$ cat config.mk
export PLATFORM = sky130hd
export DESIGN_NAME = pnt3d_front_flat
export DESIGN_NICKNAME = d
export VERILOG_FILES = /design/src/sv/perlin_noise_turbulence_3d_defines.svh /design/src/sv/pnt3d_pkg.sv /design/src/sv/pnt3d_if.sv /design/src/sv/pnt3d_front.sv /design/src/flat_wrapper.sv
export SDC_FILE = /design/constraint.sdc
export NUM_CORES = 1
export LEC_CHECK = 0
export ABC_AREA = 1
export BUFFER_PORTS_ARGS = -buffer_cell sky130_fd_sc_hd__buf_2
export CAP_MARGIN = 15
export CORE_MARGIN = 2
export CORE_UTILIZATION = 59
export CTS_BUF_LIST = sky130_fd_sc_hd__clkbuf_8
export CTS_CLUSTER_DIAMETER = 50
export DETAILED_ROUTE_END_ITERATION = 10
export PLACE_DENSITY = 0.88
export SKIP_CTS_REPAIR_TIMING = 1
export SLEW_MARGIN = 0
export SYNTH_ARGS = -nofsm -noshare
export SYNTH_HDL_FRONTEND = slang
export SYNTH_SLANG_ARGS = --single-unit
$ cat constraint.sdc
create_clock -name clk -period 24.1 [get_ports clk]
set_input_delay 6.025 -clock clk [delete_from_list [all_inputs] [get_ports clk]]
set_output_delay 6.025 -clock clk [all_outputs]
set_load 0.02 [all_outputs]
$ cat src/sv/perlin_noise_turbulence_3d_defines.svh
// Assertion macros used by the back-end RTL file.
// The module that uses them provides clk and rst_n.
`ifndef PERLIN_NOISE_TURBULENCE_3D_DEFINES_SVH
`define PERLIN_NOISE_TURBULENCE_3D_DEFINES_SVH
`ifndef NO_ASSERTIONS
`define PNT3D_ASSERT_IMP(lbl, ante, cons, msg) \
  lbl: assert property (@(posedge clk) disable iff (!rst_n) (ante) |-> (cons)) \
    else $error(msg);
`define PNT3D_ASSERT_NEXT(lbl, ante, cons, msg) \
  lbl: assert property (@(posedge clk) disable iff (!rst_n) (ante) |=> (cons)) \
    else $error(msg);
`else
`define PNT3D_ASSERT_IMP(lbl, ante, cons, msg)
`define PNT3D_ASSERT_NEXT(lbl, ante, cons, msg)
`endif
`endif

$ cat src/sv/pnt3d_pkg.sv
package pnt3d_pkg;

  // table geometry
  localparam int TABLE_SIZE = 128;
  localparam int TAW        = $clog2(TABLE_SIZE);
  localparam int FRAC_W     = 16;
  localparam int COORD_W    = TAW + FRAC_W;
  localparam int LAT_CELL   = 10000 % TABLE_SIZE;
  localparam logic [COORD_W-1:0] LAT_Q = COORD_W'(LAT_CELL) << FRAC_W;

  // datapath width for dot products and blends
  localparam int DW = 22;

  localparam int OCT_W = 5;
  localparam logic [OCT_W-1:0] MAX_OCT = OCT_W'(16);

  // configuration register indexes
  localparam int CFG_IDX_W = 3;
  localparam logic [CFG_IDX_W-1:0] CFG_MODE   = 3'd0;
  localparam logic [CFG_IDX_W-1:0] CFG_OCT    = 3'd1;
  localparam logic [CFG_IDX_W-1:0] CFG_INV_LF = 3'd2;
  localparam logic [CFG_IDX_W-1:0] CFG_X_OFF  = 3'd3;
  localparam logic [CFG_IDX_W-1:0] CFG_BIAS   = 3'd4;

  typedef enum logic [1:0] {
    REQ_PERM = 2'd0,
    REQ_GRAD = 2'd1,
    REQ_EVAL = 2'd2,
    REQ_NONE = 2'd3
  } req_t;

  typedef struct packed {
    logic signed [15:0] gx;
    logic signed [15:0] gy;
    logic signed [15:0] gz;
  } grad_t;

  typedef struct packed {
    req_t               kind;
    logic [TAW-1:0]     idx;
    logic [TAW-1:0]     pval;
    grad_t              grad;
    logic signed [31:0] pos_x;
    logic signed [31:0] pos_y;
    logic signed [31:0] pos_z;
  } q_item_t;

  typedef struct packed {
    logic               eval_mode;
    logic [OCT_W-1:0]   octave_count;
    logic [31:0]        inv_low_freq;
    logic signed [31:0] x_offset;
    logic signed [31:0] turb_bias;
  } cfg_t;

  localparam cfg_t CFG_RESET = '{
    eval_mode:    1'b1,
    octave_count: 5'd7,
    inv_low_freq: 32'd6553600,
    x_offset:     32'sd8090812,
    turb_bias:    -32'sd19661
  };

endpackage

$ cat src/sv/pnt3d_if.sv
// Request channel
interface pnt3d_in_if;
  logic               valid;
  logic               ready;
  logic [1:0]         req_type;
  logic [6:0]         table_index;
  logic [6:0]         perm_value;
  logic signed [15:0] grad_x;
  logic signed [15:0] grad_y;
  logic signed [15:0] grad_z;
  logic signed [31:0] pos_x;
  logic signed [31:0] pos_y;
  logic signed [31:0] pos_z;

  modport source (output valid, req_type, table_index, perm_value,
                  grad_x, grad_y, grad_z, pos_x, pos_y, pos_z, input ready);
  modport sink   (input valid, req_type, table_index, perm_value,
                  grad_x, grad_y, grad_z, pos_x, pos_y, pos_z, output ready);
endinterface


$ cat src/sv/pnt3d_front.sv
module pnt3d_front (
  input  logic              clk,
  input  logic              rst_n,
  pnt3d_in_if.sink          in_ch,
  output pnt3d_pkg::q_item_t q_ent,
  output logic              q_valid,
  input  logic              q_pop
);
  import pnt3d_pkg::*;

  q_item_t    ent_r [2];
  logic       rd_ptr_r;
  logic       wr_ptr_r;
  logic [1:0] cnt_r;
  logic       take;
  logic       push;
  q_item_t    item;

  // classify: type 3 is taken and dropped
  assign in_ch.ready = (cnt_r != 2'd2);
  assign take        = in_ch.valid && in_ch.ready;
  assign push        = take && (req_t'(in_ch.req_type) != REQ_NONE);

  always_comb begin
    item.kind  = req_t'(in_ch.req_type);
    item.idx   = in_ch.table_index;
    item.pval  = in_ch.perm_value;
    item.grad  = '{gx: in_ch.grad_x, gy: in_ch.grad_y, gz: in_ch.grad_z};
    item.pos_x = in_ch.pos_x;
    item.pos_y = in_ch.pos_y;
    item.pos_z = in_ch.pos_z;
  end

  assign q_valid = (cnt_r != 2'd0);
  assign q_ent   = ent_r[rd_ptr_r];

  // two-entry queue toward the back end
  always_ff @(posedge clk) begin
    if (!rst_n) begin
      rd_ptr_r <= 1'b0;
      wr_ptr_r <= 1'b0;
      cnt_r    <= 2'd0;
    end else begin
      if (push) begin
        ent_r[wr_ptr_r] <= item;
        wr_ptr_r        <= ~wr_ptr_r;
      end
      if (q_pop) begin
        rd_ptr_r <= ~rd_ptr_r;
      end
      cnt_r <= cnt_r + 2'(push) - 2'(q_pop);
    end
  end

endmodule

$ cat src/flat_wrapper.sv
// flat-port wrapper written by rule: the top's interface ports become plain ports
module pnt3d_front_flat import pnt3d_pkg::*;
  (clk, rst_n, q_ent, q_valid, q_pop, in_ch_valid, in_ch_req_type, in_ch_table_index, in_ch_perm_value, in_ch_grad_x, in_ch_grad_y, in_ch_grad_z, in_ch_pos_x, in_ch_pos_y, in_ch_pos_z, in_ch_ready);
  pnt3d_in_if in_ch_i ();
  input  logic clk;
  input  logic rst_n;
  output pnt3d_pkg::q_item_t q_ent;
  output logic q_valid;
  input  logic q_pop;
  input wire logic [$bits(in_ch_i.valid)-1:0] in_ch_valid;
  input wire logic [$bits(in_ch_i.req_type)-1:0] in_ch_req_type;
  input wire logic [$bits(in_ch_i.table_index)-1:0] in_ch_table_index;
  input wire logic [$bits(in_ch_i.perm_value)-1:0] in_ch_perm_value;
  input wire logic [$bits(in_ch_i.grad_x)-1:0] in_ch_grad_x;
  input wire logic [$bits(in_ch_i.grad_y)-1:0] in_ch_grad_y;
  input wire logic [$bits(in_ch_i.grad_z)-1:0] in_ch_grad_z;
  input wire logic [$bits(in_ch_i.pos_x)-1:0] in_ch_pos_x;
  input wire logic [$bits(in_ch_i.pos_y)-1:0] in_ch_pos_y;
  input wire logic [$bits(in_ch_i.pos_z)-1:0] in_ch_pos_z;
  output wire logic [$bits(in_ch_i.ready)-1:0] in_ch_ready;
  assign in_ch_i.valid = in_ch_valid;
  assign in_ch_i.req_type = in_ch_req_type;
  assign in_ch_i.table_index = in_ch_table_index;
  assign in_ch_i.perm_value = in_ch_perm_value;
  assign in_ch_i.grad_x = in_ch_grad_x;
  assign in_ch_i.grad_y = in_ch_grad_y;
  assign in_ch_i.grad_z = in_ch_grad_z;
  assign in_ch_i.pos_x = in_ch_pos_x;
  assign in_ch_i.pos_y = in_ch_pos_y;
  assign in_ch_i.pos_z = in_ch_pos_z;
  assign in_ch_ready = in_ch_i.ready;
  pnt3d_front u_core (.clk(clk), .rst_n(rst_n), .in_ch(in_ch_i), .q_ent(q_ent), .q_valid(q_valid), .q_pop(q_pop));
endmodule
==> flow_metrics.py <==
metrics = {
    "synth": {
        "synth_cell_types": 14,
        "yosysSeqAreaShare_pct": 79.6,
        "yosys-top-cells-area": "edfxtp_1, mux2_4, mux2_2, buf_6, dfxtp_1",
        "syn_area_sq_um": 12200,
        "syn-num-nets": 700,
        "yosys_warnings": 0,
        "syn_avg_cell_area_sq_um": 22.8,
        "synth-seq-cells": 325,
        "synthDominantCellAreaShare_pct": 78.8,
        "yosysTopAreaCell": "edfxtp_1",
        "synth_cells": 534,
    },
    "routing": {
        "vias": 6228,
        "detail-route-antenna-nets": 0,
        "drc": 0,
        "wire_per_inst_um": 20.1,
        "via_per_inst": 5.18,
        "firstDrtPassIters": 4,
        "dr.first_iter.drc_count": 303,
        "wirelength_mm": 24.1,
    },
    "placement": {
        "dp_hpwl_mm": 15.6,
        "dp_cells": 1116,
        "gp_congestion": 0.779,
        "portBuffers": 325,
    },
    "power": {
        "p_seq_share_pct": 52.6,
        "vdd_ir_drop_max_uv": 56.8,
        "pwr-share-comb_pct": 12.0,
        "report.power.total_mw": 1.26,
        "intPower_mw": 0.967,
        "p_clk_share_pct": 35.4,
        "p_leak_nw": 5.87,
        "p_per_area_nw_per_um2": 83.6,
        "switchingPower_mw": 0.288,
        "swShare_pct": 22.9,
    },
    "clocking": {
        "cts-root-buf": "clkbuf_8",
        "clk_pin_slew_worst_paths_ns": 0.06,
        "h-tree-depth": 2,
        "cts_buffer_depth": 3,
        "cts_sinks": 325,
        "cts_tree": "built",
        "cts_buffers": 48,
        "clk_latency_ns": 0.54,
    },
    "die": {
        "core.rowCount": 52,
        "io_pins": 326,
        "die_width_um": 148,
        "die_area_sq_um": 21800,
        "core_sq_um": 20200,
        "die-height_um": 148,
        "start_util_pct": 60.3,
    },
    "sta": {
        "drv_slew": 0,
        "tightest_slew_ns": 1.03,
        "final.setup.tns_ns": 0,
        "whs_ns": 0.517,
        "setup_viol_count_final": 0,
        "hold_violations": 0,
        "grt_setup_unrepaired": "no",
        "period_needed_ns": 9.00,
        "max_freq_ghz": 0.111,
        "maxSlewHeadroom_pct": 31.1,
        "fin_skew_ns": 0.0184,
        "post-route-period-util_pct": 37.3,
    },
    "layout": {
        "final_cells": 1202,
        "syn_to_final_growth_pct": 23.2,
        "multiInputGateArea_sq_um": 2300,
        "final_cell_mix": "buf_2, edfxtp_1, mux2_4",
        "n_fill_cell": 1157,
        "final_common_cell": "buf_2",
        "drive_gt1_share_pct": 59.1,
        "seq_area_sq_um": 9710,
        "final_util_pct": 74.2,
        "num-nets-final": 1062,
    },
    "worst_setup_path": {
        "cp-start-kind": "flop",
        "crit_arrival_ns": 2.97,
        "ff2ff_path_depth": 5,
        "path_cells": "buf_4 -> mux2_2 -> buf_2",
        "r2r-start": "u_core.cnt_r[0]",
        "crit_path_end_kind": "primary output",
        "r2r-end": "u_core.ent_r[0][88]",
        "cpMaxStageDelayCell": "dfxtp_4",
        "critPathMaxStageDelay_ns": 0.92,
        "worstSetupPathType": "flop to primary output",
        "rrSetupSlack_ns": 21.48,
        "cp.required_ns": 18.07,
        "cp_max_fo": 61,
    },
    "hold_path": {
        "hp-class": "flop to flop",
        "holdPathEnd": "u_core.rd_ptr_r",
        "worstHoldStart": "u_core.rd_ptr_r",
        "min_path_cells": 2,
    },
    "grt": {
        "antenna_found_initial": 4,
        "grt_max_degree": 92,
        "first_global_vias": 6772,
        "grt_pass1_wl_mm": 35.7,
        "grt-ovfl-total": 0,
        "grtUsageTotal_pct": 21.7,
    },
    "status": {
        "status": "completed",
    },
    "run": {
        "maxCapViolCount": 0,
    },
}
worst max-delay path: cells and delay by family (launching register included):
kind | cells | cell delay, ns
mux | 1 | 0.42
buf+inv | 2 | 1.03
flops | 1 | 0.92
stage by stage:
step	setup slack, ns	instance area, sq um
2_1_floorplan	10.55	12200
3_3_place_gp	15.65	14000
3_5_place_dp	15.62	14000
4_1_cts	15.01	15000
5_1_grt	14.92	15000
6_report	15.10	15000
how the worst max path moves through the flow:
stage	startpoint	end	cells after the start
2_1_floorplan	in_ch_req_type[0]	u_core.ent_r[1][0]	3
3_3_place_gp	flop	q_ent[34]	3
3_5_place_dp	flop	q_ent[27]	3
4_1_cts	flop	q_ent[25]	3
5_1_grt	flop	q_ent[27]	3
6_report	flop	q_ent[28]	3
cell usage after synthesis:
master	number
ha_1	2
edfxtp_1	320
nand2_1	10
mux2_4	100
a21oi_1	1
nor2_1	5
xnor2_1	1
dfxtp_1	5
nand3_1	2
mux2_2	60
buf_2	6
inv_1	9
nand4_1	1
buf_6	12
registers in the layout (all words and copies together) (netlist names), named ones only:
register and cells:
u_core.rd_ptr_r 1, u_core.ent_r 320, u_core.wr_ptr_r 1, u_core.cnt_r 2
layout make-up:
cell class	count	share of cell area, %
antenna	2	0.0333
clock inverter	35	1.94
inverter	9	0.258
clock buffer	49	4.49
tap	270	2.25
multi-input combinational	182	15.3
sequential	325	64.7
timing repair buffer	330	11.1
logic make-up after synthesis:
family                     after synthesis  share of synthesized area (%)
adders and majority gates                2                          0.205
xor gates and xnor gates                 1                         0.0718
buffers and inverters                   27                           1.63
and+or+nand+nor                         18                          0.595
DFF                                    325                           79.6
muxes                                  160                           17.8
AOI/OAI and AO/OA                        1                         0.0410
power groups by stage:
stage / registers, mW / logic, mW / clock network [mW]
3_3_place_gp: 0.670 / 0.147 / 0
6_report: 0.660 / 0.151 / 0.444
3_5_place_dp: 0.671 / 0.151 / 0
5_1_grt: 0.662 / 0.160 / 0.476
2_1_floorplan: 0.669 / 0.105 / 0
4_1_cts: 0.660 / 0.152 / 0.454
routing by layer:
metal,track usage (%),vias up,share of wire (%)
li1,-,2835,-
met5,0,-,0.11
met1,24.2,3036,36
met4,6.68,4,2.0
met2,38.6,304,52
met3,8.49,49,10
(Power assumes the default switching activity.)
